[src/design/tle_pkg.sv]
// Shared types and constants for the terminal line editor.
package tle_pkg;

  localparam int ML_W       = 6;
  localparam int APB_ADDR_W = 3;
  localparam int APB_DATA_W = 32;

  localparam logic [ML_W-1:0] ML_RESET       = 6'd32;
  localparam logic            REG_MAX_LENGTH = 1'b0;

  localparam logic [7:0] CH_BS      = 8'h08;
  localparam logic [7:0] CH_DEL     = 8'h7F;
  localparam logic [7:0] CH_CTRL_U  = 8'h15;
  localparam logic [7:0] CH_ESC     = 8'h1B;
  localparam logic [7:0] CH_SPACE   = 8'h20;
  localparam logic [7:0] CH_TILDE   = 8'h7E;
  localparam logic [7:0] CH_BRACKET = 8'h5B;
  localparam logic [7:0] CH_UP      = 8'h41;
  localparam logic [7:0] CH_DOWN    = 8'h42;
  localparam logic [7:0] CH_CR      = 8'h0D;
  localparam logic [7:0] CH_LF      = 8'h0A;

  typedef enum logic [1:0] {
    ACT_ECHO    = 2'd0,
    ACT_ERASE   = 2'd1,
    ACT_DELIVER = 2'd2,
    ACT_END     = 2'd3
  } action_t;

  typedef enum logic [1:0] {
    PH_NONE = 2'd0,
    PH_ESC  = 2'd1,
    PH_CSI  = 2'd2
  } phase_t;

  typedef enum logic [2:0] {
    SRC_BYTE,
    SRC_BRACKET,
    SRC_NEWLINE,
    SRC_ZERO,
    SRC_MEM
  } src_t;

  typedef enum logic [3:0] {
    S_IDLE,
    S_DECODE,
    S_ECHO,
    S_FULL_ERASE,
    S_ERASE_ONE,
    S_KILL,
    S_NEWLINE,
    S_DELIVER,
    S_END
  } state_t;

  typedef struct packed {
    logic    emit;
    action_t action;
    src_t    src;
    logic    last;
    logic    latch;
    logic    store;
    logic    cnt_inc;
    logic    cnt_dec;
    logic    cnt_clr;
    logic    idx_clr;
    logic    idx_inc;
    logic    phase_wr;
    phase_t  phase_val;
  } cmd_t;

  typedef struct packed {
    logic   is_cr;
    logic   is_ctrl_u;
    logic   is_erase;
    logic   is_esc;
    logic   is_print;
    logic   is_bracket;
    logic   is_up_down;
    logic [1:0] phase;
    logic   count_zero;
    logic   count_one;
    logic   full;
    logic   deliver_last;
    logic   out_free;
  } sts_t;

endpackage

[src/design/tle_datapath.sv]
// Datapath of the terminal line editor: line memory, counters, escape phase and output register.
module tle_datapath #(
  parameter int LINE_SIZE = 32
) (
  input  logic                      clk,
  input  logic                      rst_n,
  input  tle_pkg::cmd_t             cmd,
  output tle_pkg::sts_t             sts,
  input  logic [7:0]                in_char_in,
  input  logic                      cfg_we,
  input  logic [tle_pkg::ML_W-1:0]  cfg_wdata,
  output logic [tle_pkg::ML_W-1:0]  max_length,
  output logic                      out_valid,
  input  logic                      out_stall,
  output logic [1:0]                out_action,
  output logic [7:0]                out_char_out,
  output logic                      out_last
);
  import tle_pkg::*;

  localparam int IDX_W = $clog2(LINE_SIZE);
  localparam logic [ML_W-1:0] CAP_LIMIT = ML_W'(LINE_SIZE - 1);

  logic [7:0]       mem [LINE_SIZE];
  logic [7:0]       byte_r;
  logic [7:0]       rd_data_r;
  logic [IDX_W-1:0] count_r, count_nxt;
  logic [IDX_W-1:0] idx_r, idx_nxt;
  phase_t           phase_r;
  logic [ML_W-1:0]  max_length_r;
  logic [ML_W-1:0]  cap_raw, cap;
  logic [7:0]       sel_char;
  logic             out_valid_r;
  logic [1:0]       out_action_r;
  logic [7:0]       out_char_r;
  logic             out_last_r;
  logic             out_free;

  assign cap_raw  = (max_length_r == '0) ? '0 : max_length_r - 1'b1;
  assign cap      = (cap_raw > CAP_LIMIT) ? CAP_LIMIT : cap_raw;
  assign out_free = !out_valid_r || !out_stall;

  always_comb begin
    case (cmd.src)
      SRC_BYTE:    sel_char = byte_r;
      SRC_BRACKET: sel_char = CH_BRACKET;
      SRC_NEWLINE: sel_char = CH_LF;
      SRC_MEM:     sel_char = rd_data_r;
      default:     sel_char = 8'h00;
    endcase
  end

  always_comb begin
    count_nxt = count_r;
    if (cmd.cnt_clr) begin
      count_nxt = '0;
    end else if (cmd.cnt_inc) begin
      count_nxt = count_r + 1'b1;
    end else if (cmd.cnt_dec) begin
      count_nxt = count_r - 1'b1;
    end
    idx_nxt = idx_r;
    if (cmd.idx_clr) begin
      idx_nxt = '0;
    end else if (cmd.idx_inc) begin
      idx_nxt = idx_r + 1'b1;
    end
  end

  always_comb begin
    sts.is_cr        = (byte_r == CH_CR);
    sts.is_ctrl_u    = (byte_r == CH_CTRL_U);
    sts.is_erase     = (byte_r == CH_BS) || (byte_r == CH_DEL);
    sts.is_esc       = (byte_r == CH_ESC);
    sts.is_print     = (byte_r >= CH_SPACE) && (byte_r <= CH_TILDE);
    sts.is_bracket   = (byte_r == CH_BRACKET);
    sts.is_up_down   = (byte_r == CH_UP) || (byte_r == CH_DOWN);
    sts.phase        = phase_r;
    sts.count_zero   = (count_r == '0);
    sts.count_one    = (count_r == IDX_W'(1));
    sts.full         = (ML_W'(count_r) >= cap);
    sts.deliver_last = (IDX_W'(idx_r + 1'b1) == count_r);
    sts.out_free     = out_free;
  end

  always_ff @(posedge clk) begin
    if (!rst_n) begin
      count_r      <= '0;
      idx_r        <= '0;
      phase_r      <= PH_NONE;
      max_length_r <= ML_RESET;
      out_valid_r  <= 1'b0;
    end else begin
      count_r <= count_nxt;
      idx_r   <= idx_nxt;
      if (cmd.phase_wr) begin
        phase_r <= cmd.phase_val;
      end
      if (cfg_we) begin
        max_length_r <= cfg_wdata;
      end
      if (cmd.emit) begin
        out_valid_r <= 1'b1;
      end else if (!out_stall) begin
        out_valid_r <= 1'b0;
      end
    end
  end

  always_ff @(posedge clk) begin
    if (cmd.latch) begin
      byte_r <= in_char_in;
    end
    if (cmd.emit) begin
      out_action_r <= cmd.action;
      out_char_r   <= sel_char;
      out_last_r   <= cmd.last;
    end
  end

  always_ff @(posedge clk) begin
    if (cmd.store) begin
      mem[count_r] <= sel_char;
    end
    rd_data_r <= mem[idx_nxt];
  end

  assign max_length   = max_length_r;
  assign out_valid    = out_valid_r;
  assign out_action   = out_action_r;
  assign out_char_out = out_char_r;
  assign out_last     = out_last_r;

endmodule

[src/design/tle_controller.sv]
// Controller state machine of the terminal line editor.
module tle_controller (
  input  logic          clk,
  input  logic          rst_n,
  input  logic          in_valid,
  output logic          in_stall,
  input  tle_pkg::sts_t sts,
  output tle_pkg::cmd_t cmd
);
  import tle_pkg::*;

  state_t state_r, state_nxt;
  logic   pend_r, pend_nxt;

  always_ff @(posedge clk) begin
    if (!rst_n) begin
      state_r <= S_IDLE;
      pend_r  <= 1'b0;
    end else begin
      state_r <= state_nxt;
      pend_r  <= pend_nxt;
    end
  end

  always_comb begin
    state_nxt = state_r;
    pend_nxt  = pend_r;
    cmd       = '0;
    in_stall  = 1'b1;
    unique case (state_r)
      S_IDLE: begin
        in_stall = 1'b0;
        if (in_valid) begin
          cmd.latch = 1'b1;
          state_nxt = S_DECODE;
        end
      end
      S_DECODE: begin
        cmd.phase_wr  = 1'b1;
        cmd.phase_val = PH_NONE;
        state_nxt     = S_IDLE;
        pend_nxt      = 1'b0;
        unique case (sts.phase)
          PH_ESC: begin
            if (sts.is_bracket) begin
              cmd.phase_val = PH_CSI;
            end else begin
              state_nxt = S_ECHO;
            end
          end
          PH_CSI: begin
            if (!sts.is_up_down) begin
              pend_nxt  = 1'b1;
              state_nxt = S_ECHO;
            end
          end
          default: begin
            if (sts.is_cr) begin
              state_nxt = S_NEWLINE;
            end else if (sts.is_ctrl_u) begin
              state_nxt = sts.count_zero ? S_IDLE : S_KILL;
            end else if (sts.is_erase) begin
              state_nxt = sts.count_zero ? S_IDLE : S_ERASE_ONE;
            end else if (sts.is_esc) begin
              cmd.phase_val = PH_ESC;
            end else if (sts.is_print) begin
              state_nxt = S_ECHO;
            end
          end
        endcase
      end
      S_ECHO: begin
        cmd.action = ACT_ECHO;
        cmd.src    = pend_r ? SRC_BRACKET : SRC_BYTE;
        cmd.last   = !sts.full && !pend_r;
        if (sts.out_free) begin
          cmd.emit = 1'b1;
          if (sts.full) begin
            state_nxt = S_FULL_ERASE;
          end else begin
            cmd.store   = 1'b1;
            cmd.cnt_inc = 1'b1;
            if (pend_r) begin
              pend_nxt = 1'b0;
            end else begin
              state_nxt = S_IDLE;
            end
          end
        end
      end
      S_FULL_ERASE: begin
        cmd.action = ACT_ERASE;
        cmd.src    = SRC_ZERO;
        cmd.last   = !pend_r;
        if (sts.out_free) begin
          cmd.emit = 1'b1;
          if (pend_r) begin
            pend_nxt  = 1'b0;
            state_nxt = S_ECHO;
          end else begin
            state_nxt = S_IDLE;
          end
        end
      end
      S_ERASE_ONE: begin
        cmd.action = ACT_ERASE;
        cmd.src    = SRC_ZERO;
        cmd.last   = 1'b1;
        if (sts.out_free) begin
          cmd.emit    = 1'b1;
          cmd.cnt_dec = 1'b1;
          state_nxt   = S_IDLE;
        end
      end
      S_KILL: begin
        cmd.action = ACT_ERASE;
        cmd.src    = SRC_ZERO;
        cmd.last   = sts.count_one;
        if (sts.out_free) begin
          cmd.emit    = 1'b1;
          cmd.cnt_dec = 1'b1;
          if (sts.count_one) begin
            state_nxt = S_IDLE;
          end
        end
      end
      S_NEWLINE: begin
        cmd.action = ACT_ECHO;
        cmd.src    = SRC_NEWLINE;
        if (sts.out_free) begin
          cmd.emit    = 1'b1;
          cmd.idx_clr = 1'b1;
          state_nxt   = sts.count_zero ? S_END : S_DELIVER;
        end
      end
      S_DELIVER: begin
        cmd.action = ACT_DELIVER;
        cmd.src    = SRC_MEM;
        if (sts.out_free) begin
          cmd.emit    = 1'b1;
          cmd.idx_inc = 1'b1;
          if (sts.deliver_last) begin
            state_nxt = S_END;
          end
        end
      end
      S_END: begin
        cmd.action = ACT_END;
        cmd.src    = SRC_ZERO;
        cmd.last   = 1'b1;
        if (sts.out_free) begin
          cmd.emit    = 1'b1;
          cmd.cnt_clr = 1'b1;
          state_nxt   = S_IDLE;
        end
      end
      default: begin
        state_nxt = S_IDLE;
      end
    endcase
  end

endmodule

[src/design/terminal_line_editor.sv]
// Terminal line editor: turns received terminal bytes into echo, erase, delivery and line-end transactions.
// Each received byte is taken in (S_IDLE) and decoded (S_DECODE), then each result transaction it
// causes is loaded into the output register when the output side does not stall; the next byte is
// taken once the last result has been loaded into the output register. A carriage return on a line
// of n stored chars gives n + 2 results; the line memory delivers one char per cycle, while the
// output does not stall, through its single registered read port. LINE_SIZE (2 to 62) sets
// the line memory depth; at most LINE_SIZE - 1 chars and at most max_length - 1 chars are stored.
// The max_length register lies at byte address 0 of the APB port and resets to 32.
module terminal_line_editor #(
  parameter int LINE_SIZE = 32
) (
  input  logic                            clk,
  input  logic                            rst_n,
  input  logic                            in_valid,
  output logic                            in_stall,
  input  logic [7:0]                      in_char_in,
  output logic                            out_valid,
  input  logic                            out_stall,
  output logic [1:0]                      out_action,
  output logic [7:0]                      out_char_out,
  output logic                            out_last,
  input  logic                            psel,
  input  logic                            penable,
  input  logic                            pwrite,
  input  logic [tle_pkg::APB_ADDR_W-1:0]  paddr,
  input  logic [tle_pkg::APB_DATA_W-1:0]  pwdata,
  output logic [tle_pkg::APB_DATA_W-1:0]  prdata,
  output logic                            pready
);
  import tle_pkg::*;

  cmd_t            cmd;
  sts_t            sts;
  logic            cfg_we;
  logic            reg_hit;
  logic [ML_W-1:0] max_length;

  assign pready  = 1'b1;
  assign reg_hit = (paddr[2] == REG_MAX_LENGTH);
  assign cfg_we  = psel && penable && pwrite && reg_hit;
  assign prdata  = reg_hit ? APB_DATA_W'(max_length) : '0;

  tle_controller u_ctrl (
    .clk      (clk),
    .rst_n    (rst_n),
    .in_valid (in_valid),
    .in_stall (in_stall),
    .sts      (sts),
    .cmd      (cmd)
  );

  tle_datapath #(
    .LINE_SIZE (LINE_SIZE)
  ) u_dp (
    .clk          (clk),
    .rst_n        (rst_n),
    .cmd          (cmd),
    .sts          (sts),
    .in_char_in   (in_char_in),
    .cfg_we       (cfg_we),
    .cfg_wdata    (pwdata[ML_W-1:0]),
    .max_length   (max_length),
    .out_valid    (out_valid),
    .out_stall    (out_stall),
    .out_action   (out_action),
    .out_char_out (out_char_out),
    .out_last     (out_last)
  );

endmodule

[config.mk]
export PLATFORM = sky130hd
export DESIGN_NAME = terminal_line_editor
export DESIGN_NICKNAME = d
export VERILOG_FILES = /design/src/design/tle_pkg.sv /design/src/design/tle_datapath.sv /design/src/design/tle_controller.sv /design/src/design/terminal_line_editor.sv
export SDC_FILE = /design/constraint.sdc
export NUM_CORES = 1
export LEC_CHECK = 0
export ABC_AREA = 1
export BUFFER_PORTS_ARGS = -buffer_cell sky130_fd_sc_hd__buf_4
export CAP_MARGIN = 0
export CORE_MARGIN = 10
export CORE_UTILIZATION = 55
export DETAILED_ROUTE_END_ITERATION = 12
export PLACE_DENSITY_LB_ADDON = 0.25
export SYNTH_ARGS = -nofsm -noshare
export SYNTH_HDL_FRONTEND = slang
export SYNTH_HIERARCHICAL = 1
export SYNTH_SLANG_ARGS = --single-unit
export TNS_END_PERCENT = 10
[constraint.sdc]
create_clock -name clk -period 4.1 [get_ports clk]
set_input_delay 0 -clock clk [delete_from_list [all_inputs] [get_ports clk]]
set_output_delay 0 -clock clk [all_outputs]
set_load 0.1 [all_outputs]
==> reports/metrics.yaml <==
num-nets-final: 1735
synth_commonest_cells: "inv_1, edfxtp_1, nand2_1"
power_switching_uw: 4400
p_seq_share_pct: 41.8
relSlewSlack_pct: 27.3
crit_chain: "inv_1, nand2_1, nor2_1, inv_1, nor2_1, xnor2_1, nor2_1, a21oi_1, inv_1, ha_1, inv_1, a21boi_0, o21a_1, o21a_1, o21ai_0, nand2_1, nor3_1, buf_4, nand2_1, buf_4, nor2_1, buf_4"
fmax_mhz: 259
avgSynthCellArea_um2: 9.45
ys_warn_count: 6
wl_per_cell_um: 18.7
period_needed_ns: 3.86
p_clk_share_pct: 25.1
h-tree-depth: 1
drtIter0Drc: 1469
hold_class: "primary input to flip-flop"
arrival_ns: 4.13
hold_ws_ns: 0.0121
crit_path_end_kind: "flip-flop"
critical_path_class: "flip-flop to flip-flop"
fin_total_pwr_uw: 11400
drtPass1Iterations: 5
intPower_uw: 7050
max_cap_viol_count: 0
synth.area.top_cells: "edfxtp_1, nand3_1, inv_1"
hold_viol: 0
drtAntennaViolNets: 0
slowest_delay_ns: 0.33
ys_types: 38
dieWidth_um: 186
finalSetupViolations: 0
synth.ff_latch_count: 307
place_inst: 1955
hpwl_um: 23200
grt-ovfl-total: 0
slew_violations: 0
muxShareOfSynthArea_pct: 0
grt_max_degree: 129
cellPowerDensity_nw_per_um2: 671
cp_max_fo: 8
cts_buffer_depth: 3
synth.most_common_cell: "inv_1"
slowest_stage: "nand2_1"
antenna_found_initial: 0
numCtsBuffers: 31
die_y_um: 186
viasPerCell: 5.63
syn_to_final_growth_pct: 12.8
cts_sinks: 307
grt_pass1_wl_um: 59700
synthAdderAreaFrac_pct: 1.24
synth_xor_area_share_pct: 0.405
fillers: 2189
tightest_slew_ns: 1.09
cp-start-kind: "flip-flop"
synthArstFlopShare_pct: 0
clk_latency_ns: 0.56
synth_area_leader_cell: "edfxtp_1"
start_util_pct: 56.0
comb_power_share_pct: 33.0
drive_above_1_share_pct: 11.4
vdd_drop_max_v: 0.000735
setup_tns_ns: 0
critPathRequiredTime_ns: 4.37
syn-cell-area_um2: 15100
path_clk_slew_ns: 0.06
swShare_pct: 38.4
drc: 0
num_vias: 11433
core_area_um2: 27000
grt_pass1_vias: 10976
layout.cells.non_filler: 2031
cts_tree: "built"
path_delay_family: "simple AND/OR/NAND/NOR gates"
netlist_instances: 1600
status: "complete, no violations"
place_congestion: 0.954
fin_crit_sh_pct: 94.1
antennaDiodeCount: 0
rows: 60
portBuffers: 40
synth_edf_count: 275
grt_usage_pct: 22.1
synth_top_family_by_area: "simple AND/OR/NAND/NOR gates"
fp.dieArea_um2: 34500
yosys.area_share.simple_pct: 24.9
synth_top_area_share_pct: 54.6
synth_compound_area_share_pct: 1.76
grt_setup_unrepaired: "true"
yosysSeqAreaShare_pct: 58.8
power_leakage_uw: 0.00749
wirelength_um: 37900
io_pins: 96
crit_buf_inv: 7
ys.flop_type: "edfxtp_1"
cts_root_buffer: "clkbuf_16"
skew_ns: 0.0111
-- tightest hold or removal path, cell delays in order --
cell and delay, ns:
buf_4 0.10, nand2_1 0.05, nor2_1 0.07, inv_1 0.20
a21oi_1 0.09
-- final timing paths --
path	start	to	slack (ns)	depth (start not counted)
worst max-delay path	u_dp/max_length[0]$_SDFFE_PN0P_	u_dp/mem[1][0]$_DFFE_PP_	0.24	22
worst min-delay path	penable	u_dp/max_length[1]$_SDFFE_PN0P_	0.01	5
worst min register to register	u_dp/max_length[1]$_SDFFE_PN0P_	u_dp/max_length[1]$_SDFFE_PN0P_	0.54	2
worst max register to register	u_dp/max_length[0]$_SDFFE_PN0P_	u_dp/mem[1][0]$_DFFE_PP_	0.24	22
-- cell families (layout without fill, tap and decap cells) --
group | count (synthesis) | in the layout
flip-flops | 307 | 307
XOR/XNOR | 7 | 7
adder cells (fa/ha/maj) | 15 | 15
AND/OR/NAND/NOR | 782 | 782
other | 2 | 27
AO/OA/AOI/OAI | 46 | 46
buffers and inverters | 441 | 506
-- what timing repair did --
| item | in CTS | in global routing |
|---|---|---|
| endpoints found under the setup margin | 0 | 112 |
| hold buffers | 23 | 0 |
| resized for setup | 0 | 3 |
| hold endpoints to repair | 35 | 0 |
| buffers inserted | 0 | 0 |
-- flip-flops by register name (all words and copies together) (netlist names) --
signal / cells
u_dp/out_valid: 1
u_dp/phase_r: 2
u_dp/out_last: 1
u_dp/out_char_out: 8
u_dp/max_length: 6
u_ctrl/pend_r: 1
u_dp/rd_data_r: 8
u_dp/out_action: 2
u_dp/byte_r: 8
u_dp/mem: 256
u_ctrl/state_r: 4
u_dp/count_r: 5
u_dp/idx_r: 5
-- layout by cell type, fill, tap and decap left out, types with 8 or more instances in the layout --
master,netlist,final
conb_1,2,27
dlygate4sd3_1,0,23
nand3_1,251,251
nand2_2,8,8
clkbuf_16,0,38
dfxtp_1,32,32
inv_2,14,13
o21ai_0,19,16
ha_1,15,15
nand4_1,132,132
edfxtp_1,275,275
a21oi_1,14,14
nand2_1,252,250
buf_4,40,94
nor3_1,9,9
inv_1,318,318
nor2_1,103,101
-- area by class of cell --
cell class	instances	area, µm²	share of cell area (%)
multi-input combinational	877	4440	26.0
sequential	307	8900	52.1
clock inverter	11	81.3	0.477
inverter	333	1250	7.33
timing repair buffer	120	996	5.84
tap	341	427	2.50
clock buffer	42	976	5.72
-- stage by stage --
step / setup slack, ns / util (%) / instance area (µm²)
after floorplan: 0.619 / - / 15200
after global placement: 0.337 / 58.4 / 15800
after detailed placement: 0.252 / 58.4 / 15800
after CTS: 0.225 / 63.1 / 17100
after global routing: -0.0931 / 63.1 / 17100
final: 0.242 / 63.1 / 17100
-- power groups by stage --
stage	clock network [µW]	logic, µW	registers, µW
finish	2880	3780	4790
global route	3050	4070	4810
CTS	2910	3790	4790
detailed placement	0	3760	4850
global placement	0	3730	4840
floorplan	0	1760	5310
-- metal layers --
metal	routed length (µm)	vias to the layer above	global-route usage [%]
met5	0	-	0
met4	1230	0	8.06
met3	3400	98	3.53
met2	17600	544	35.7
met1	15700	5385	29.4
li1	-	5406	-
(Power assumes the default switching activity.)
